==> src/emr_pkg.sv <==
// Shared types and constants of the edge detector with run-length output.
// Used by every module of the block; depends on nothing else.
package emr_pkg;

  localparam int MAX_WIDTH   = 2048;
  localparam int ADDR_W      = (MAX_WIDTH > 2) ? $clog2(MAX_WIDTH) : 1;
  localparam int EW          = ADDR_W + 1;
  localparam int WIDTH_W     = 12;
  localparam int HEIGHT_W    = 16;
  localparam int PIX_W       = 8;
  localparam int RUN_W       = 27;
  localparam int FIFO_DEPTH  = 4;
  localparam int PTR_W       = $clog2(FIFO_DEPTH);
  localparam int LVL_W       = PTR_W + 1;
  localparam int CFG_AW      = 3;
  localparam int CFG_DW      = 32;

  typedef enum logic {
    OP_PIXEL = 1'b0,
    OP_DRAIN = 1'b1
  } opcode_t;

  typedef enum logic {
    REG_WIDTH  = 1'b0,
    REG_HEIGHT = 1'b1
  } reg_idx_t;

  typedef logic [PIX_W-1:0] pix_t;
  typedef pix_t [2:0][2:0] win_t;

  typedef struct packed {
    logic top_ok;
    logic bot_ok;
    logic left_ok;
    logic right_ok;
  } nbr_mask_t;

  typedef struct packed {
    logic [EW-1:0]       w;
    logic [HEIGHT_W-1:0] h;
  } geom_t;

  typedef struct packed {
    logic              valid;
    logic [ADDR_W-1:0] addr;
    pix_t              pix;
    logic              push;
    logic              flush;
    nbr_mask_t         mask;
  } item_b_t;

  typedef struct packed {
    logic      valid;
    logic      push;
    logic      flush;
    nbr_mask_t mask;
  } item_c_t;

  typedef struct packed {
    logic valid;
    logic push;
    logic flush;
    pix_t edge_val;
  } item_d_t;

  typedef struct packed {
    pix_t             edge_val;
    logic [RUN_W-1:0] len;
    logic             last;
  } res_t;

  typedef struct packed {
    logic             room;
    logic [LVL_W-1:0] level;
  } q_stat_t;

endpackage

==> src/emr_edge.sv <==
// Largest absolute difference between the window centre and its unmasked
// neighbours, registered once. Depends on emr_pkg.
module emr_edge import emr_pkg::*; (
  input  logic    clk,
  input  logic    rst_n,
  input  logic    adv,
  input  win_t    win,
  input  item_c_t item_c,
  output item_d_t item_d
);

  pix_t    best;
  item_d_t item_r;

  always_comb begin
    logic ok;
    pix_t v;
    pix_t d;
    best = '0;
    for (int r = 0; r < 3; r++) begin
      for (int c = 0; c < 3; c++) begin
        ok = !(r == 1 && c == 1)
             && (r != 0 || item_c.mask.top_ok)
             && (r != 2 || item_c.mask.bot_ok)
             && (c != 0 || item_c.mask.left_ok)
             && (c != 2 || item_c.mask.right_ok);
        v = win[r][c];
        d = (v > win[1][1]) ? (v - win[1][1]) : (win[1][1] - v);
        if (ok && d > best) begin
          best = d;
        end
      end
    end
  end

  always_ff @(posedge clk) begin
    if (!rst_n) begin
      item_r <= '0;
    end else if (adv) begin
      item_r.valid    <= item_c.valid;
      item_r.push     <= item_c.push;
      item_r.flush    <= item_c.flush;
      item_r.edge_val <= best;
    end
  end

  assign item_d = item_r;

endmodule

==> config.mk <==
export PLATFORM = sky130hd
export DESIGN_NAME = emr_edge
export DESIGN_NICKNAME = d
export VERILOG_FILES = /design/src/emr_pkg.sv /design/src/emr_edge.sv
export SDC_FILE = /design/constraint.sdc
export NUM_CORES = 1
export LEC_CHECK = 0
export ABC_CLOCK_PERIOD_IN_PS = 16350
export BUFFER_PORTS_ARGS = -buffer_cell sky130_fd_sc_hd__buf_2
export CAP_MARGIN = 40
export CORE_MARGIN = 2
export CORE_UTILIZATION = 55
export CTS_BUF_LIST = sky130_fd_sc_hd__clkbuf_4
export DETAILED_ROUTE_END_ITERATION = 8
export PLACE_DENSITY = 0.79
export SETUP_SLACK_MARGIN = 0.3
export SYNTH_ARGS = -nofsm -noshare
export SYNTH_HDL_FRONTEND = slang
export SYNTH_SLANG_ARGS = --single-unit
export TNS_END_PERCENT = 30
==> constraint.sdc <==
create_clock -name clk -period 16.35 [get_ports clk]
set_input_delay 2.4525 -clock clk [delete_from_list [all_inputs] [get_ports clk]]
set_output_delay 2.4525 -clock clk [all_outputs]
set_load 0.02 [all_outputs]
==> results.toml <==
[layout]
fill_cells = 1170
final_layout_size_suffix_gt1_frac = 0.229
diodes = 0
syn_to_final_growth_pct = 19.6
final_cell_mix = "ha_1 (164), inv_1 (128), a21oi_1 (88), buf_2 (88), nand2_1 (60)"
nNetsFinal = 1429
largest_reg_flops = 11
final_common_cell = "ha_1"
fin_util = 0.671

[yosys]
syn_area_um2 = 7760
synth_enable_flop_cells = 0
netlist.area_leader.share = 0.281
ys_seq_area_frac = 0.0284
async_flop_share = 0
netlist_top_cells_area = "ha_1 (28%), inv_1 (6.6%), a21oi_1 (6.4%)"
ys_ff_latch = 11
yosys.area.top_type = "ha_1"
synth_cell_type_count = 75
synth_ff_type = "dfxtp_1"
yosysWarnings = 0
syn_inst = 1026
syn-num-nets = 1298
syn_area_per_cell_um2 = 7.56

[clocking]
path_clk_slew_ns = 0.07
root_buffer = "clkbuf_4"
ctsHtreeMaxLevel = 1
numCtsBuffers = 3
cts_sinks = 11
hold_buffers = 0
cts_tree = "yes"
clk_path_buf_depth = 2
clkLatencyLatePin_ns = 0.27

[timing]
setup-violations-final = 0
final.min_clock_period_ns = 15.68
rsz0062_at_grt = "false"
fmax_mhz = 63.8
whs_ns = 0.522
min_period_over_period = 0.959
finalHoldViolations = 0
finalMaxSlewViolations = 0
slew_headroom = 0.595
skew_ns = 0
tightest_slew_ns = 0.600

[placed_design]
place_hpwl_um = 18600
routabilityCongestion = 0.991
numPortBuffers = 92

[setup_path]
critical_path.startpoint = "win[36]"
cpPeakStageDelay_ns = 0.41
cp_num_buf_inv = 10
criticalPathCategory = "primary input to register"
critPathTopFamily = "compound AO/OA/AOI/OAI gates"
cp-end-kind = "register"
critPathMostFrequentCell = "ha_1"
startpoint_type = "primary input"
cp.depth = 77
reg2reg_from = "item_d[5]$_SDFFE_PN0P_"
required_ns = 16.51
cp.arrival_ns = 15.84
path_max_fanout = 8
cp_slowest_cell = "o311a_1"
reg2reg_depth = 5

[floorplan]
pin_count = 93
die_x_um = 123
start_util = 0.561
die_y_um = 123
dieArea_um2 = 15100
rows = 43
core_region_area_um2 = 13800

[global_route]
first_global_vias = 7343
antenna_found_initial = 0
use_met1 = 0.396
grt_max_degree = 23
met3_usage = 0.0395
use_met2 = 0.482
grt_pass1_wl_um = 35400
grtUsageTotal = 0.295
grt_overflow_total = 0
grt-busiest-layer = "met2"

[hold_path]
hp-start = "item_d[9]$_SDFFE_PN0P_"
hold_path_class = "register to register"
holdPathStages = 2

[route]
wirelength_um = 23800
num_vias = 8121
first_iter_violations = 705
ant_nets = 0
firstDrtPassIters = 5
post-route-drc-count = 0
vias_per_cell = 6.08
routedWlPerCell_um = 17.8

[pwr]
power_leakage_nw = 4.58
peakVddDrop_v = 0.0000644
power_density_nw_per_um2 = 111

[run_status]
status = "complete, no violations"

[run]
maxCapViolCount = 0
[synth_stat cells, types with 3 or more instances]
cell type  count
a211oi_1      15
a21boi_0       6
a21o_1        32
a21oi_1       99
a21oi_2        6
a221oi_1       5
a31oi_1       13
and2_1         6
and3_1         6
buf_2         10
clkbuf_1      11
dfxtp_1       11
fa_1          16
ha_1         174
inv_1        136
mux2_2        20
mux2i_1       47
nand2_1       60
nand2b_1      11
nand3_1       18
nand4_1       20
nor2_1        43
nor2b_1       26
nor3_1         8
o211a_1        3
o211ai_1       8
o21a_1        13
o21ai_0       56
o21ai_1        6
o21bai_1      17
o221ai_1       5
o22a_1         3
o22ai_1        5
o31a_1         3
o31ai_1        7
or2_1          3
or2_2          4
xnor2_1       31
xor2_1        15
[metrics by stage]
step           area, µm²  setup TNS [ns]  total power [mW]  worst slack, ns  std cells
6_report            9280               0              1.03            0.674       1336
5_1_grt             9280               0              1.13          0.00560       1336
4_1_cts             8570               0             0.880            0.354       1306
3_5_place_dp        8520          -0.164             0.842           -0.117       1299
3_3_place_gp        8510               0             0.827            0.177       1298
2_1_floorplan       7760               0             0.656            0.565       1026
[repair_timing]
action	CTS	global route
buffers inserted	3	28
cloned	0	2
setup endpoints to repair	3	8
gates resized for setup	0	109
pin swaps	1	23
[worst paths after layout]
path	slack, ns	to
worst min-delay path	0.52	item_d[9]$_SDFFE_PN0P_
worst max register to register	15.09	item_d[5]$_SDFFE_PN0P_
worst max-delay path	0.67	item_d[3]$_SDFFE_PN0P_
worst min register to register	0.52	item_d[9]$_SDFFE_PN0P_
[final cells by class]
cell class / count / area, µm² / share of cell area
Clock buffer: 4 / 30.0 / 0.00324
Multi-Input combinational cell: 856 / 7340 / 0.791
Timing Repair Buffer: 149 / 931 / 0.100
Tap cell: 180 / 225 / 0.0243
Inverter: 136 / 529 / 0.0570
Sequential cell: 11 / 220 / 0.0237
[power breakdown]
group / internal, mW / leakage, nW / switching, mW
registers: 0.0339 / 0.0909 / 0.00350
clock network: 0.0111 / 0.0184 / 0.00991
logic: 0.431 / 4.47 / 0.542
total: 0.476 / 4.58 / 0.556
[cell families (layout without fill, tap and decap cells)]
family	count (synthesis)	after routing	share of synthesized area
AND/OR/NAND/NOR	218	218	0.141
XOR/XNOR	47	47	0.0540
adder cells (fa/ha/maj)	190	190	0.322
buffers and inverters	161	289	0.0810
AO/OA/AOI/OAI	330	330	0.280
flip-flops	11	11	0.0284
multiplexers	69	71	0.0936
[tightest hold or removal path: cells and delay by family (launching register included)]
kind	cells	cell delay [ns]
and+or+nand+nor	1	0.10
DFF	1	0.33
muxes	1	0.07
[layer usage]
layer	vias up	part of all wire
li1	3950	-
met1	3773	0.44
met2	332	0.45
met3	66	0.070
met4	0	0.037
met5	-	0
Note: power is estimated with default switching activity, not from simulation.
