===== config.mk =====
export PLATFORM = sky130hd
export DESIGN_NAME = emr_ctrl
export DESIGN_NICKNAME = d
export VERILOG_FILES = /design/src/emr_pkg.sv /design/src/emr_ctrl.sv
export SDC_FILE = /design/constraint.sdc
export NUM_CORES = 1
export LEC_CHECK = 0
export BUFFER_PORTS_ARGS = -buffer_cell sky130_fd_sc_hd__buf_2
export CORE_ASPECT_RATIO = 0.7
export CORE_UTILIZATION = 57
export CTS_CLUSTER_DIAMETER = 120
export DETAILED_ROUTE_END_ITERATION = 10
export PLACE_DENSITY_LB_ADDON = 0.08
export SLEW_MARGIN = 20
export SYNTH_ARGS = -nofsm -noshare
export SYNTH_HDL_FRONTEND = slang
export SYNTH_SLANG_ARGS = --single-unit

===== constraint.sdc =====
create_clock -name clk -period 7.4 [get_ports clk]
set_input_delay 2.22 -clock clk [delete_from_list [all_inputs] [get_ports clk]]
set_output_delay 2.22 -clock clk [all_outputs]
set_load 0.03 [all_outputs]

===== src/emr_pkg.sv =====
// Shared types and constants of the edge detector with run-length output.
// Used by every module of the block; depends on nothing else.
package emr_pkg;

  localparam int MAX_WIDTH   = 2048;
  localparam int ADDR_W      = (MAX_WIDTH > 2) ? $clog2(MAX_WIDTH) : 1;
  localparam int EW          = ADDR_W + 1;
  localparam int WIDTH_W     = 12;
  localparam int HEIGHT_W    = 16;
  localparam int PIX_W       = 8;
  localparam int RUN_W       = 27;
  localparam int FIFO_DEPTH  = 4;
  localparam int PTR_W       = $clog2(FIFO_DEPTH);
  localparam int LVL_W       = PTR_W + 1;
  localparam int CFG_AW      = 3;
  localparam int CFG_DW      = 32;

  typedef enum logic {
    OP_PIXEL = 1'b0,
    OP_DRAIN = 1'b1
  } opcode_t;

  typedef enum logic {
    REG_WIDTH  = 1'b0,
    REG_HEIGHT = 1'b1
  } reg_idx_t;

  typedef logic [PIX_W-1:0] pix_t;
  typedef pix_t [2:0][2:0] win_t;

  typedef struct packed {
    logic top_ok;
    logic bot_ok;
    logic left_ok;
    logic right_ok;
  } nbr_mask_t;

  typedef struct packed {
    logic [EW-1:0]       w;
    logic [HEIGHT_W-1:0] h;
  } geom_t;

  typedef struct packed {
    logic              valid;
    logic [ADDR_W-1:0] addr;
    pix_t              pix;
    logic              push;
    logic              flush;
    nbr_mask_t         mask;
  } item_b_t;

  typedef struct packed {
    logic      valid;
    logic      push;
    logic      flush;
    nbr_mask_t mask;
  } item_c_t;

  typedef struct packed {
    logic valid;
    logic push;
    logic flush;
    pix_t edge_val;
  } item_d_t;

  typedef struct packed {
    pix_t             edge_val;
    logic [RUN_W-1:0] len;
    logic             last;
  } res_t;

  typedef struct packed {
    logic             room;
    logic [LVL_W-1:0] level;
  } q_stat_t;

endpackage


===== src/emr_ctrl.sv =====
// Raster position counters: decide per beat the line-store column, the
// neighbour mask and whether an edge value is produced. Depends on emr_pkg.
module emr_ctrl import emr_pkg::*; (
  input  logic    clk,
  input  logic    rst_n,
  input  logic    adv,
  input  logic    accept,
  input  logic    restart,
  input  opcode_t opcode,
  input  pix_t    pixel,
  input  geom_t   geom,
  output logic [ADDR_W-1:0] rd_addr,
  output item_b_t item_b
);

  logic [ADDR_W-1:0]   col_r, col_nxt;
  logic [HEIGHT_W-1:0] row_r, row_nxt;
  logic [EW-1:0]       drain_r, drain_nxt;
  item_b_t             item_r, item_nxt;

  always_comb begin
    col_nxt   = col_r;
    row_nxt   = row_r;
    drain_nxt = drain_r;
    item_nxt  = '0;
    if (row_r < geom.h) begin
      item_nxt.addr = col_r;
      item_nxt.pix  = pixel;
      if (accept && opcode == OP_PIXEL) begin
        item_nxt.valid = 1'b1;
        if (col_r != '0 && row_r != '0) begin
          item_nxt.push          = 1'b1;
          item_nxt.mask.top_ok   = (row_r != HEIGHT_W'(1));
          item_nxt.mask.bot_ok   = 1'b1;
          item_nxt.mask.left_ok  = ({1'b0, col_r} >= EW'(2));
          item_nxt.mask.right_ok = 1'b1;
        end else if (col_r == '0 && row_r >= HEIGHT_W'(2)) begin
          // First column of a line finishes the last pixel of the line two rows up.
          item_nxt.push          = 1'b1;
          item_nxt.mask.top_ok   = (row_r >= HEIGHT_W'(3));
          item_nxt.mask.bot_ok   = 1'b1;
          item_nxt.mask.left_ok  = 1'b1;
          item_nxt.mask.right_ok = 1'b0;
        end
        if (({1'b0, col_r} + 1'b1) >= geom.w) begin
          col_nxt = '0;
          row_nxt = row_r + 1'b1;
        end else begin
          col_nxt = col_r + 1'b1;
        end
        drain_nxt = '0;
      end
    end else begin
      item_nxt.addr = (drain_r < geom.w) ? drain_r[ADDR_W-1:0] : '0;
      item_nxt.pix  = '0;
      if (accept && opcode == OP_DRAIN) begin
        item_nxt.valid = 1'b1;
        if (drain_r == '0) begin
          item_nxt.push          = (geom.h >= HEIGHT_W'(2));
          item_nxt.mask.top_ok   = (geom.h >= HEIGHT_W'(3));
          item_nxt.mask.bot_ok   = 1'b1;
          item_nxt.mask.left_ok  = 1'b1;
          item_nxt.mask.right_ok = 1'b0;
        end else begin
          item_nxt.push          = 1'b1;
          item_nxt.mask.top_ok   = (geom.h >= HEIGHT_W'(2));
          item_nxt.mask.bot_ok   = 1'b0;
          item_nxt.mask.left_ok  = (drain_r >= EW'(2));
          item_nxt.mask.right_ok = (drain_r < geom.w);
        end
        if (drain_r >= geom.w) begin
          item_nxt.flush = 1'b1;
          col_nxt   = '0;
          row_nxt   = '0;
          drain_nxt = '0;
        end else begin
          drain_nxt = drain_r + 1'b1;
        end
      end
    end
    if (restart) begin
      col_nxt   = '0;
      row_nxt   = '0;
      drain_nxt = '0;
    end
  end

  always_ff @(posedge clk) begin
    if (!rst_n) begin
      col_r   <= '0;
      row_r   <= '0;
      drain_r <= '0;
      item_r  <= '0;
    end else begin
      if (adv || restart) begin
        col_r   <= col_nxt;
        row_r   <= row_nxt;
        drain_r <= drain_nxt;
      end
      if (adv) begin
        item_r <= item_nxt;
      end
    end
  end

  assign rd_addr = item_nxt.addr;
  assign item_b  = item_r;

endmodule


==> results.py <==
metrics = {
    "run_status": {
        "run_status": "finished, violations left",
        "violations_in_the_final_reports": "design-rule violations",
    },
    "cells_and_area": {
        "drive_above_1_share": 0.1788,
        "final_core_util": 0.6767,
        "final_cell_count_no_fill": 744,
        "num-nets-final": 730,
        "antenna-diode-count": 0,
        "fillerInstances": 658,
        "finalInstanceArea_um2": 5395,
        "multi_input_area_um2": 3079,
        "area_growth_pct": 13.68,
        "regArea_um2": 1301,
    },
    "synthesis": {
        "postSynth.asyncResetShare": 0,
        "synth_simple_gate_area_frac": 0.2618,
        "synth_top_family_by_area": "simple AND/OR/NAND/NOR gates",
        "synth_xor_area_frac": 0.02399,
        "synth.ff_latch_count": 65,
        "synthesis.yosys.warnings": 0,
        "ys_types": 60,
        "synth_compound_gate_area_share": 0.2254,
        "syn_inst": 586,
        "synth_area_um2": 4746,
        "post_synth_mux_area_share": 0.008437,
        "sequential_share_of_the_synthesized_area": 0.2742,
        "yosys.area_share.adder": 0.1292,
        "yosys_most_used_dff": "sky130_fd_sc_hd__dfxtp_1",
        "synth.avg_cell_area_um2": 8.099,
        "number_of_nets_in_the_synthesized_netlist": 677,
        "synth-edff-count": 0,
    },
    "setup_path": {
        "cp_data_arrival_time_ps": 4810,
        "critical_path.n_buffers_inverters": 4,
        "setup.reg_to_reg.worst_slack_ps": 3330,
        "worst-path-max-fanout": 12,
        "worst_setup_path_end_kind": "primary output",
        "delay_of_the_slowest_cell_on_the_worst_path_ps": 510,
        "critical_path_class": "input port to primary output",
        "cpLargestDelayFamily": "simple AND/OR/NAND/NOR gates",
        "crit-reg2reg-capture": "row_r[14]",
        "critical_path.startpoint_type": "input port",
        "critPathRequiredTime_ps": 5180,
        "crit_path_cells": "buf_2 -> inv_1 -> ha_1 -> nor2_1 -> or3_1 -> o221ai_4 -> a21o_1 -> and3_1 -> a22oi_1 -> inv_1 -> buf_2",
        "slowest_stage": "sky130_fd_sc_hd__and3_1",
        "worstReg2RegStart": "col_r[0]",
        "rr_worst_depth": 12,
    },
    "global_routing": {
        "grt_max_degree": 58,
        "grt_first_pass_wirelength_mm": 20.83,
        "grt_use_total": 0.3056,
        "leftover_overflow_at_the_end_of_global_routing": 0,
        "grt_antenna_before_repair": 0,
        "first_global_vias": 4136,
    },
    "clocking": {
        "cts_tree": "built",
        "post_cts_resize_count": 0,
        "clock-sinks": 65,
        "maximum_level_of_the_cts_h_tree": 3,
        "ctsHoldBuffers": 0,
        "cts.reportedPaths.clkPinSlew_ps": 60,
        "cts-root-buf": "sky130_fd_sc_hd__clkbuf_16",
        "worstSkewPairLatency_ps": 340,
        "cts_buffers": 9,
        "clock_tree.buffer_depth": 2,
        "post-cts-setup-buffers": 0,
    },
    "timing": {
        "min_period_over_period": 0.9502,
        "slew_violations": 0,
        "finalSetupViolations": 0,
        "final.setup_skew_ps": 6.374,
        "grt_setup_unrepaired": "no",
        "achievable-frequency_ghz": 0.1422,
        "tightestPinTransition_ps": 950.4,
        "relSlewSlack": 0.3664,
        "timing.final.crit_period_ps": 7031,
        "setup_total_negative_slack_ps": 0,
        "report.final.hold_viol_count": 0,
    },
    "floorplan": {
        "initial_utilization": 0.5953,
        "horizontal_die_dimension_um": 111.1,
        "fp.dieH_um": 78.34,
        "design.die.area_um2": 8700,
        "coreArea_um2": 7973,
        "boundaryPins": 79,
        "fp-row-count": 27,
    },
    "drt": {
        "firstDrtPassIters": 8,
        "wl_per_instance_um": 17.44,
        "detail-route-antenna-nets": 0,
        "via_density": 6.219,
        "detail_route.wirelength_mm": 12.97,
        "drt_iter0_drc": 411,
        "dr_vias": 4627,
        "drc_errors_left": 6,
    },
    "placed_design": {
        "finalWeightedCongestion": 0.8302,
        "dpl_cell_area_um2": 5085,
        "io_buffer_count": 78,
        "dp.final_hpwl_mm": 9.370,
        "placed_cells_incl_taps": 729,
    },
    "pwr": {
        "power-per-cell-area_nw_per_um2": 166.9,
        "standby_leakage_power_uw": 0.002735,
        "ir_worst_vdd_v": 0.0001390,
    },
    "worst_hold_path": {
        "hold_depth": 2,
        "min_path_type": "flip-flop to flip-flop",
        "worst_min_path_start": "item_b[8]",
        "worst_hold_path.endpoint": "item_b[8]",
    },
    "run": {
        "timing.max_cap.violations": 0,
    },
}
==> logic make-up (layout without fill, tap and decap cells) <==
kind of cell | Yosys count | count (layout)
adder cells (fa/ha/maj) | 49 | 49
multiplexers | 4 | 4
buffers and inverters | 84 | 141
flip-flops | 65 | 65
AO/OA/AOI/OAI | 150 | 150
XOR/XNOR | 13 | 13
AND/OR/NAND/NOR | 221 | 221
==> cells in the mapped netlist, drive strengths merged, types with 8 or more instances <==
cell type  count  area [um2]
a211o         19       166.4
inv           46       172.7
nor2          22       82.58
dfxtp         65        1301
and3          28       175.2
nor4          13       96.34
buf           20       125.1
nand2         45       168.9
nand4b        10       87.58
a21boi         9       67.56
nand4         11       68.82
nor3          19       105.1
o211ai        10       75.07
a22oi         10       75.07
ha            49       613.1
o21ai         31       155.2
xor2           8       70.07
a21oi         33       172.7
nand2b        11       68.82
clkbuf        18       67.56
nand3         24       120.1
nor2b          8       50.05
==> registers in the layout, summed over array words and instances, names as in the netlist <==
| register | cells |
|---|---|
| col_r | 11 |
| drain_r | 12 |
| item_b | 26 |
| row_r | 16 |
==> layout by cell type, fill, tap and decap left out, drive strengths merged, types with 3 or more instances in the layout <==
cell type / count
buf: 80
dfxtp: 65
ha: 49
inv: 46
nand2: 45
a21oi: 33
o21ai: 31
and3: 28
nand3: 24
nor2: 22
a211o: 19
nor3: 19
nor4: 13
nand2b: 11
nand4: 11
a22oi: 10
o211ai: 10
nand4b: 10
clkbuf: 10
a21boi: 9
xor2: 8
nor2b: 8
or3: 6
a21o: 6
a31oi: 5
and2: 5
xnor2: 5
or2: 5
a211oi: 5
mux2i: 4
or4: 3
o311ai: 3
and4: 3
a22o: 3
nor3b: 3
==> per-layer routing <==
metal  global-route usage  share of wire  vias up
li1                     -              -     2251
met1               0.4356           0.50     2167
met2               0.4396           0.39      196
met3              0.09421          0.098       13
met4              0.08784         0.0099        0
met5                    0              0        -
==> power by group <==
group / leakage, uW / switching (uW) / internal [uW] / total, uW
Clock: 0.000149 / 162 / 293 / 455
Sequential: 0.000527 / 3.51 / 356 / 360
Combinational: 0.00206 / 55.8 / 29.5 / 85.3
Total: 0.00273 / 222 / 679 / 901
==> tightest hold or removal path, stage by stage, from the launching register on <==
cell and delay, ps:
sky130_fd_sc_hd__dfxtp_1 300, sky130_fd_sc_hd__nand2b_1 60, sky130_fd_sc_hd__a21boi_0 60
==> how the worst max path moves through the flow <==
stage / from / endpoint / slack (ps) / cells after the start
2_1_floorplan: geom[9] / rd_addr[1] / 870 / 11
3_3_place_gp: geom[7] / rd_addr[9] / 510 / 11
3_5_place_dp: geom[3] / rd_addr[3] / 450 / 11
4_1_cts: geom[3] / rd_addr[3] / 400 / 11
5_1_grt: geom[7] / rd_addr[9] / 210 / 11
6_report: geom[3] / rd_addr[3] / 370 / 11
==> stage by stage <==
step	worst slack, ps	power, uW	hold slack (ps)
global placement	509.0	449.0	460.4
detailed placement	445.1	451.2	472.1
floorplan	873.0	422.9	468.5
global route	211.4	925.9	511.4
finish	368.5	900.6	478.9
CTS	395.7	902.4	482.6
==> area by class of cell <==
type / instances / share of cell area
Sequential cell: 65 / 0.2412
Clock inverter: 5 / 0.01507
Tap cell: 101 / 0.02342
Multi-Input combinational cell: 437 / 0.5707
Clock buffer: 10 / 0.04244
Inverter: 46 / 0.03200
Timing Repair Buffer: 80 / 0.07514
Power figures use the tool's default switching activity.
