===== src/emr_pkg.sv =====
// Shared types and constants of the edge detector with run-length output.
// Used by every module of the block; depends on nothing else.
package emr_pkg;

  localparam int MAX_WIDTH   = 2048;
  localparam int ADDR_W      = (MAX_WIDTH > 2) ? $clog2(MAX_WIDTH) : 1;
  localparam int EW          = ADDR_W + 1;
  localparam int WIDTH_W     = 12;
  localparam int HEIGHT_W    = 16;
  localparam int PIX_W       = 8;
  localparam int RUN_W       = 27;
  localparam int FIFO_DEPTH  = 4;
  localparam int PTR_W       = $clog2(FIFO_DEPTH);
  localparam int LVL_W       = PTR_W + 1;
  localparam int CFG_AW      = 3;
  localparam int CFG_DW      = 32;

  typedef enum logic {
    OP_PIXEL = 1'b0,
    OP_DRAIN = 1'b1
  } opcode_t;

  typedef enum logic {
    REG_WIDTH  = 1'b0,
    REG_HEIGHT = 1'b1
  } reg_idx_t;

  typedef logic [PIX_W-1:0] pix_t;
  typedef pix_t [2:0][2:0] win_t;

  typedef struct packed {
    logic top_ok;
    logic bot_ok;
    logic left_ok;
    logic right_ok;
  } nbr_mask_t;

  typedef struct packed {
    logic [EW-1:0]       w;
    logic [HEIGHT_W-1:0] h;
  } geom_t;

  typedef struct packed {
    logic              valid;
    logic [ADDR_W-1:0] addr;
    pix_t              pix;
    logic              push;
    logic              flush;
    nbr_mask_t         mask;
  } item_b_t;

  typedef struct packed {
    logic      valid;
    logic      push;
    logic      flush;
    nbr_mask_t mask;
  } item_c_t;

  typedef struct packed {
    logic valid;
    logic push;
    logic flush;
    pix_t edge_val;
  } item_d_t;

  typedef struct packed {
    pix_t             edge_val;
    logic [RUN_W-1:0] len;
    logic             last;
  } res_t;

  typedef struct packed {
    logic             room;
    logic [LVL_W-1:0] level;
  } q_stat_t;

endpackage


===== src/emr_rle.sv =====
// Run-length encoder of edge values and the four-entry result queue.
// Depends on emr_pkg.
module emr_rle import emr_pkg::*; (
  input  logic    clk,
  input  logic    rst_n,
  input  logic    adv,
  input  logic    restart,
  input  item_d_t item_d,
  output logic    out_valid,
  input  logic    out_ready,
  output res_t    out_res,
  output q_stat_t stat
);

  pix_t             val_r, val_nxt;
  logic [RUN_W-1:0] cnt_r, cnt_nxt;
  logic             open_r, open_nxt;
  logic             e1_v, e2_v;
  res_t             e1, e2, wa;
  res_t             fifo_r [FIFO_DEPTH];
  logic [PTR_W-1:0] wr_r, rd_r;
  logic [LVL_W-1:0] level_r;
  logic [1:0]       npush;
  logic             pop;

  always_comb begin
    val_nxt  = val_r;
    cnt_nxt  = cnt_r;
    open_nxt = open_r;
    e1_v     = 1'b0;
    e2_v     = 1'b0;
    e1       = '{edge_val: val_r, len: cnt_r, last: 1'b0};
    e2       = '0;
    if (adv && item_d.valid) begin
      if (item_d.push) begin
        if (open_r && item_d.edge_val == val_r && cnt_r != '1) begin
          cnt_nxt = cnt_r + 1'b1;
        end else begin
          // A different value, or a full counter, closes the open run.
          e1_v     = open_r;
          val_nxt  = item_d.edge_val;
          cnt_nxt  = RUN_W'(1);
          open_nxt = 1'b1;
        end
      end
      if (item_d.flush) begin
        e2_v     = open_nxt;
        e2       = '{edge_val: val_nxt, len: cnt_nxt, last: 1'b1};
        val_nxt  = '0;
        cnt_nxt  = '0;
        open_nxt = 1'b0;
      end
    end
    if (restart) begin
      val_nxt  = '0;
      cnt_nxt  = '0;
      open_nxt = 1'b0;
    end
  end

  assign wa    = e1_v ? e1 : e2;
  assign npush = {1'b0, e1_v} + {1'b0, e2_v};
  assign pop   = out_valid && out_ready;

  always_ff @(posedge clk) begin
    if (e1_v || e2_v) begin
      fifo_r[wr_r] <= wa;
    end
    if (e1_v && e2_v) begin
      fifo_r[wr_r + 1'b1] <= e2;
    end
  end

  always_ff @(posedge clk) begin
    if (!rst_n) begin
      val_r   <= '0;
      cnt_r   <= '0;
      open_r  <= 1'b0;
      wr_r    <= '0;
      rd_r    <= '0;
      level_r <= '0;
    end else begin
      val_r   <= val_nxt;
      cnt_r   <= cnt_nxt;
      open_r  <= open_nxt;
      wr_r    <= wr_r + PTR_W'(npush);
      rd_r    <= rd_r + PTR_W'(pop);
      level_r <= level_r + LVL_W'(npush) - LVL_W'(pop);
    end
  end

  assign out_valid  = (level_r != '0);
  assign out_res    = fifo_r[rd_r];
  assign stat.room  = (level_r <= LVL_W'(FIFO_DEPTH - 2));
  assign stat.level = level_r;

endmodule


===== config.mk =====
export PLATFORM = sky130hd
export DESIGN_NAME = emr_rle
export DESIGN_NICKNAME = d
export VERILOG_FILES = /design/src/emr_pkg.sv /design/src/emr_rle.sv
export SDC_FILE = /design/constraint.sdc
export NUM_CORES = 1
export LEC_CHECK = 0
export ABC_AREA = 1
export ABC_CLOCK_PERIOD_IN_PS = 4940
export BUFFER_PORTS_ARGS = -buffer_cell sky130_fd_sc_hd__buf_4
export CORE_UTILIZATION = 40
export DETAILED_ROUTE_END_ITERATION = 6
export SLEW_MARGIN = 10
export SYNTH_ARGS = -nofsm -noshare
export SYNTH_HDL_FRONTEND = slang
export SYNTH_SLANG_ARGS = --single-unit
export TNS_END_PERCENT = 1

===== constraint.sdc =====
create_clock -name clk -period 4.94 [get_ports clk]
set_input_delay 0.741 -clock clk [delete_from_list [all_inputs] [get_ports clk]]
set_output_delay 0.741 -clock clk [all_outputs]
set_load 0.01 [all_outputs]

==> results of run 1 <==
final cells by class:
| cell class | count | area, sq um |
|---|---|---|
| fill | 2303 | 12600 |
| inverter | 85 | 319 |
| sequential | 187 | 5190 |
| clock buffer | 19 | 433 |
| tap | 319 | 399 |
| clock inverter | 13 | 190 |
| timing repair buffer | 73 | 548 |
| multi-input combinational | 828 | 4100 |
sequential cells by signal, indices dropped and copies added (netlist names):
register,cells
cnt_r,27
fifo_r,144
level_r,3
open_r,1
rd_r,2
val_r,8
wr_r,2
kinds of logic (layout without fill, tap and decap cells):
logic type / count (synthesis) / in the layout / share of synthesized area [%]
and+or+nand+nor: 529 / 529 / 23.7
DFF: 187 / 187 / 52.9
AOI/OAI and AO/OA: 269 / 269 / 14.4
xor gates and xnor gates: 21 / 21 / 1.88
buffers and inverters: 149 / 190 / 6.01
adders and majority gates: 9 / 9 / 1.22
layer usage:
layer,global-route usage (%),wire length [um]
met1,31.2,12600
met3,4.00,1730
met4,6.18,431
met2,36.5,12600
met5,0,0
worst reg2reg max path, cell delays in order (launching register included):
cell      delay (ns)
dfxtp_1         0.42
ha_1            0.22
nand2_1         0.06
nor2_1          0.09
nand2_1         0.07
nor2_2          0.20
nand2_2         0.14
nand3_2         0.12
nand4_2         0.36
inv_1           0.18
ha_1            0.18
nand2_1         0.12
nor2_2          0.12
clkinv_1        0.40
o21ai_4         0.47
buf_4           0.44
cells in the mapped netlist (all sizes together):
master	n	area [sq um]
nand2	256	966
o21ai	190	951
edfxtp	144	4320
nor2	144	562
nand3	92	566
inv	79	297
clkbuf	51	191
dfxtp	43	861
a21oi	38	194
o22ai	36	225
nand4	26	169
xor2	14	123
buf	13	78.8
ha	8	100
nor3	8	40.0
xnor2	7	61.3
clkinv	6	22.5
o31ai	2	15.0
or2	2	12.5
a2111oi	1	8.76
a21boi	1	7.51
a21o	1	7.51
and3	1	6.26
fa	1	20.0
worst min path at each step:
stage	startpoint	to	slack (ns)	cells after the start
floorplan	val_r[0]$_SDFFE_PP0P_	val_r[0]$_SDFFE_PP0P_	0.47	2
global placement	val_r[4]$_SDFFE_PP0P_	val_r[4]$_SDFFE_PP0P_	0.48	2
detailed placement	val_r[3]$_SDFFE_PP0P_	val_r[3]$_SDFFE_PP0P_	0.49	2
CTS	val_r[3]$_SDFFE_PP0P_	val_r[3]$_SDFFE_PP0P_	0.50	2
global route	rst_n	rd_r[0]$_SDFF_PN0_	0.52	3
finish	val_r[3]$_SDFFE_PP0P_	val_r[3]$_SDFFE_PP0P_	0.50	2
metrics by stage:
stage          std cells  power [mW]
5_1_grt             1524        4.22
6_report            1524        4.06
3_5_place_dp        1492        2.63
3_3_place_gp        1492        2.62
2_1_floorplan       1164        2.25
4_1_cts             1524        4.08
layout by cell type, fill, tap and decap left out, types with 2 or more instances in the layout:
cell type / synthesis / layout
a21oi_1: 37 / 37
buf_4: 1 / 73
bufinv_16: 0 / 4
clkbuf_1: 51 / 2
clkbuf_16: 0 / 17
clkinv_1: 6 / 5
clkinvlp_4: 0 / 4
dfxtp_1: 43 / 42
edfxtp_1: 144 / 144
ha_1: 8 / 8
inv_1: 77 / 77
inv_2: 2 / 3
inv_6: 0 / 4
nand2_1: 254 / 254
nand2_2: 2 / 2
nand3_1: 71 / 71
nand3_2: 21 / 21
nand4_1: 25 / 25
nor2_1: 141 / 136
nor2_2: 2 / 7
nor3_1: 8 / 8
o21ai_0: 110 / 108
o21ai_1: 80 / 80
o21ai_4: 0 / 2
o22ai_1: 36 / 36
o31ai_4: 0 / 2
or2_2: 2 / 2
xnor2_1: 7 / 7
xor2_1: 14 / 14
power by group through the flow:
stage / Combinational (mW) / Sequential (mW) / Clock [mW]
5_1_grt: 0.952 / 1.72 / 1.55
2_1_floorplan: 0.492 / 1.75 / 0
3_3_place_gp: 0.867 / 1.75 / 0
6_report: 0.865 / 1.72 / 1.48
3_5_place_dp: 0.872 / 1.75 / 0
4_1_cts: 0.876 / 1.72 / 1.49
==> results.tsv, run 1 <==
stage	metric	value	unit
floorplan	dieArea	25200	sq um
critical_path	endpoint_kind	flop	
logic_synthesis	synth_fp_nets	1189	
critical_path	worst-path-stages	15	
clock_tree	clock-root-buffer	clkbuf_16	
critical_path	crit_fanout	19	
clock_tree	cts_buffers	17	
worst_hold_path	hold_class	flop to flop	
clock_tree	h-tree-depth	4	
critical_path	cp.required	5.04	ns
logic_synthesis	seq_area_frac_synth	52.9	%
critical_path	slowest_stage	o21ai_4	
critical_path	r2r_start	cnt_r[1]$_SDFFE_PP0P_	
clock_tree	cts.sinks	187	
place	post-dp-hpwl	16400	um
clock_tree	clk_latency	0.43	ns
floorplan	core.rowCount	56	
drt	avgRoutedWirePerCell	17.9	um
logic_synthesis	syn_inst	1164	
timing	grt_setup_unrepaired	no	
critical_path	rrSetupSlack	1.01	ns
status	status	finished, violations left	
timing	slew_viol_final	0	
critical_path	critPathKind	flop to flop	
critical_path	cp-endpoint	fifo_r[0][33]$_DFFE_PP_	
timing	hold_ws	0.499	ns
critical_path	crit_path_start_kind	flop	
critical_path	max_stage_delay	0.47	ns
timing	setup_slack	1.01	ns
timing	period_needed	3.93	ns
finish	final_util	47.0	%
critical_path	critPathArrivalTime	4.03	ns
place	gp_congestion	0.850	
power_and_ir_drop	combPwrFrac	21.3	%
place	port_buffers	56	
logic_synthesis	yosys_warnings	0	
timing	relSlewSlack	20.7	%
drt	routed_via_density	5.47	
logic_synthesis	syn_avg_cell_area	8.43	sq um
timing	period_share	79.5	%
critical_path	cp.buffers_inverters	3	
power_and_ir_drop	pwr_density_cell	363	nW/um^2
global_routing	antenna_found_initial	0	
timing	setup_violations	0	
logic_synthesis	synth_cell_types	36	
critical_path	crit_start	cnt_r[1]$_SDFFE_PP0P_	
finish	syn2layout_area_growth	13.9	%
clock_tree	cts-resized-gates	0	
finish	design_area	11200	sq um
drt	vias	8335	
logic_synthesis	syn_area	9810	sq um
drt	drcViolationCount	5	
drt	dr.pass1.iters	7	
floorplan	io_pins	57	
critical_path	reg2reg_to	fifo_r[0][33]$_DFFE_PP_	
global_routing	grt.overflow.total	0	
floorplan	initial_core_util	41.3	%
timing	final-hold-violation-count	0	
power_and_ir_drop	p_clk_share	36.4	%
global_routing	grt_pass1_wl	42900	um
power_and_ir_drop	seqPwrFrac	42.3	%
timing	worstMarginPinSlew	1.18	ns
power_and_ir_drop	p_leak	4.02	nW
critical_path	path_common_cell	nand2_1	
floorplan	die_y	159	um
critical_path	r2r_cells	15	
critical_path	cp_top_family	simple AND/OR/NAND/NOR gates	
status	failed_checks	DRC	
critical_path	worstPathCellList	ha_1, nand2_1, nor2_1, nand2_1, nor2_2, nand2_2, nand3_2, nand4_2, inv_1, ha_1, nand2_1, nor2_2, clkinv_1, o21ai_4, buf_4	
clock_tree	cts_hold_buf	0	
timing	finalClockSkew	0.0125	ns
finish	layout-drive-gt1-share	12.1	%
finish	finalNetCount	1217	
flow_run	cap_violations	0	
clock_tree	max-clock-path-buffers	2	
power_and_ir_drop	ir_drop	0.217	mV
clock_tree	cts_tree	yes	
global_routing	grt_pass1_vias	7741	
power_and_ir_drop	netSwitchingFraction	29.4	%
logic_synthesis	ys_ff_latch	187	
drt	postRouteAntennaNets	0	
global_routing	grt_max_degree	74	
floorplan	core_area	23800	sq um
power_and_ir_drop	p_sw	1.19	mW
timing	fmax	255	MHz
timing	setup_tns	0	ns
clock_tree	path_clk_slew	0.07	ns
drt	wl	27300	um
drt	drt_iter0_markers	797	
power_and_ir_drop	intPower	2.87	mW
clock_tree	postCtsSetupBuffers	0	
place	place_ws	1.08	ns
finish	diodes	0	
floorplan	die_x	159	um
place	place_area	10500	sq um
global_routing	track_usage	22.6	%
No activity file was read; power rests on OpenSTA's default activity.
==> run 2, diff against run 1 <==
--- a/config.mk
+++ b/config.mk
@@ -5,8 +5,8 @@
 export SDC_FILE = /design/constraint.sdc
 export NUM_CORES = 1
 export LEC_CHECK = 0
-export ABC_AREA = 1
-export ABC_CLOCK_PERIOD_IN_PS = 4940
+export ABC_AREA = 0
+export ABC_CLOCK_PERIOD_IN_PS = 4100
 export BUFFER_PORTS_ARGS = -buffer_cell sky130_fd_sc_hd__buf_4
 export CORE_UTILIZATION = 40
 export DETAILED_ROUTE_END_ITERATION = 6
==> constraint.sdc (replaced) <==
create_clock -name clk -period 4.1 [get_ports clk]
set_input_delay 0.615 -clock clk [delete_from_list [all_inputs] [get_ports clk]]
set_output_delay 0.615 -clock clk [all_outputs]
set_load 0.01 [all_outputs]
==> run 2 against run 1 <==
Compared with the run above: the run now ends clean; final area fell by 1.8%; non-clock buffer count rose by 11; critical path depth shrank 2; sequential power grew 24%; synthesized area fell by 2.3%; global-route usage shrank 1.6 points; combinational power is 3.0% higher; clock power rose by 7%; cell count down 24%; flip-flop and latch count unchanged; worst setup slack lost 0.53 ns; register-to-register slack lost 0.53 ns.
==> results.tsv, run 2 <==
stage	metric	value	unit
status	status	finished, final reports clean	
clock_tree	cts.sinks	187	
logic_synthesis	syn_area	9580	sq um
critical_path	critPathArrivalTime	3.79	ns
clock_tree	postCtsSetupBuffers	0	
drt	drcViolationCount	0	
critical_path	reg2reg_to	fifo_r[0][31]$_DFFE_PP_	
floorplan	core_area	23500	sq um
logic_synthesis	synth_top_area_share	45.1	%
clock_tree	cts_buffers	17	
finish	largest_reg_flops	144	
critical_path	crit_start	cnt_r[0]$_SDFFE_PP0P_	
clock_tree	path_clk_slew	0.08	ns
global_routing	grt_max_degree	38	
logic_synthesis	synth_edf_count	144	
logic_synthesis	synth_cell_types	59	
power_and_ir_drop	intPower	3.37	mW
power_and_ir_drop	p_sw	1.24	mW
clock_tree	cts-resized-gates	0	
logic_synthesis	yosys.area.top_type	edfxtp_1	
clock_tree	clk_latency	0.44	ns
place	gp_congestion	0.845	
global_routing	grt.overflow.total	0	
floorplan	initial_core_util	40.8	%
global_routing	track_usage	21.1	%
timing	setup_tns	0	ns
global_routing	antenna_found_initial	0	
timing	fmax	277	MHz
finish	diodes	0	
drt	postRouteAntennaNets	0	
finish	final_common_cell	edfxtp_1	
logic_synthesis	ys_ff_latch	187	
drt	avgRoutedWirePerCell	21.2	um
critical_path	crit_path_start_kind	flop	
timing	setup_violations	0	
flow_run	cap_violations	0	
global_routing	grt_pass1_vias	6602	
power_and_ir_drop	netSwitchingFraction	26.9	%
drt	dr.pass1.iters	7	
logic_synthesis	synthTopCellsByArea	edfxtp_1 45%, dfxtp_1 9.0%, mux4_2 8.5%	
timing	period_needed	3.61	ns
timing	finalClockSkew	0.0130	ns
clock_tree	clock-root-buffer	clkbuf_16	
floorplan	die_y	157	um
critical_path	critPathKind	flop to flop	
logic_synthesis	yosys_warnings	0	
critical_path	worst-path-stages	13	
finish	syn2layout_area_growth	14.5	%
logic_synthesis	synth_fp_nets	802	
clock_tree	cts_hold_buf	0	
power_and_ir_drop	seqPwrFrac	46.4	%
timing	hold_ws	0.414	ns
critical_path	rrSetupSlack	0.49	ns
clock_tree	h-tree-depth	4	
critical_path	endpoint_kind	flop	
finish	final_util	46.7	%
worst_hold_path	hold_class	primary input to flop	
timing	relSlewSlack	25.1	%
critical_path	r2r_start	cnt_r[0]$_SDFFE_PP0P_	
clock_tree	cts_tree	yes	
critical_path	cp.required	4.28	ns
critical_path	max_stage_delay	0.53	ns
timing	period_share	88.1	%
timing	slew_viol_final	0	
logic_synthesis	post-synth-top-count-cell	edfxtp_1	
timing	setup_slack	0.488	ns
power_and_ir_drop	p_clk_share	34.2	%
clock_tree	max-clock-path-buffers	2	
critical_path	cp-endpoint	fifo_r[0][31]$_DFFE_PP_	
critical_path	cp_top_family	simple AND/OR/NAND/NOR gates	
critical_path	cp.buffers_inverters	2	
power_and_ir_drop	p_leak	4.54	nW
critical_path	r2r_cells	13	
logic_synthesis	syn_inst	777	
logic_synthesis	seq_area_frac_synth	54.1	%
critical_path	worstPathCellList	ha_1, nand3_1, nor4_2, buf_4, and2_1, o21ai_0, inv_1, ha_1, nand3_1, and3_1, o21ai_1, nand2_1, o2bb2ai_1	
floorplan	dieArea	24600	sq um
finish	finalNetCount	845	
drt	vias	6843	
drt	routed_via_density	5.94	
logic_synthesis	synthFlopType	edfxtp_1	
power_and_ir_drop	combPwrFrac	19.3	%
floorplan	die_x	157	um
timing	final-hold-violation-count	0	
critical_path	slowest_stage	dfxtp_1	
logic_synthesis	async_flop_share	0	%
worst_hold_path	hold_start	item_d[2]	
floorplan	io_pins	57	
finish	reg_top3	fifo_r x144, cnt_r x27, val_r x8	
place	post-dp-hpwl	16200	um
logic_synthesis	syn_avg_cell_area	12.3	sq um
power_and_ir_drop	pwr_density_cell	420	nW/um^2
power_and_ir_drop	ir_drop	0.250	mV
drt	wl	24400	um
finish	top_register	fifo_r	
power_and_ir_drop	finalPower	4.61	mW
floorplan	core.rowCount	56	
critical_path	crit_fanout	10	
place	place_ws	0.553	ns
place	port_buffers	56	
drt	drt_iter0_markers	620	
timing	worstMarginPinSlew	1.12	ns
timing	grt_setup_unrepaired	no	
finish	layout-drive-gt1-share	21.7	%
global_routing	grt_pass1_wl	38700	um
finish	final_cell_mix	144 x edfxtp_1, 84 x a211o_1, 82 x buf_4, 61 x nand2_1, 41 x dfxtp_1	
logic_synthesis	synth_common_cells	144 x edfxtp_1, 84 x a211o_1, 61 x nand2_1	
## run 2: cell count changes after synthesis, moves of 21 or more
cell / before / now
nor3_1: 8 / 32
nor2_1: 141 / 31
o21ai_0: 110 / 20
o2bb2ai_1: 0 / 32
inv_1: 77 / 14
o22ai_1: 36 / 1
clkbuf_1: 51 / 30
nand2_1: 254 / 61
mux4_2: 0 / 36
o21ai_1: 80 / 4
a211o_1: 0 / 84
nand3_1: 71 / 20
## run 2: how the worst min path moves through the flow
stage                        endpoint  slack [ns]  cells after the start
2_1_floorplan  cnt_r[26]$_SDFFE_PP0P_        0.49                      1
3_3_place_gp   cnt_r[26]$_SDFFE_PP0P_        0.51                      1
3_5_place_dp   cnt_r[26]$_SDFFE_PP0P_        0.51                      1
4_1_cts         val_r[2]$_SDFFE_PP0P_        0.40                      2
5_1_grt         val_r[3]$_SDFFE_PP0P_        0.41                      2
6_report        val_r[2]$_SDFFE_PP0P_        0.41                      2
## run 2: cells by family after synthesis
logic type | Yosys count | synth area share, %
AOI/OAI and AO/OA | 226 | 18.7
muxes | 37 | 8.57
xor gates and xnor gates | 16 | 1.46
adders and majority gates | 9 | 1.25
DFF | 187 | 54.1
and+or+nand+nor | 228 | 12.5
buffers and inverters | 74 | 3.39
## run 2: final cells by class
class	instances	area [sq um]
clock buffer	17	425
clock inverter	15	139
fill	2147	12500
inverter	14	52.6
multi-input combinational	516	4110
sequential	187	5190
tap	319	399
timing repair buffer	84	656
## run 2: power by group through the flow
stage                     clock (mW)  sequential, mW  combinational [mW]
final                           1.58            2.14               0.891
after global routing            1.68            2.16               0.968
after CTS                       1.61            2.14               0.910
after detailed placement           0            2.19               0.908
after global placement             0            2.19               0.910
after floorplan                    0            2.10               0.597
## run 2: stage by stage
stage / area, sq um / instances
6_report: 11000 / 1152
5_1_grt: 11000 / 1152
4_1_cts: 11000 / 1152
3_5_place_dp: 10400 / 1120
3_3_place_gp: 10400 / 1120
2_1_floorplan: 9590 / 777
## run 2: layer usage
layer	GRT usage (%)	vias up	share of wire, %
li1	-	3201	-
met1	30.5	3428	47
met2	31.6	182	46
met3	3.68	32	5.0
met4	7.38	0	1.8
met5	0	-	0
## run 2: worst register-to-register path, cell delays in order, from the launching register on
cell       delay, ns
dfxtp_1         0.53
ha_1            0.31
nand3_1         0.17
nor4_2          0.31
buf_4           0.18
and2_1          0.14
o21ai_0         0.13
inv_1           0.09
ha_1            0.24
nand3_1         0.18
and3_1          0.25
o21ai_1         0.23
nand2_1         0.35
o2bb2ai_1       0.26
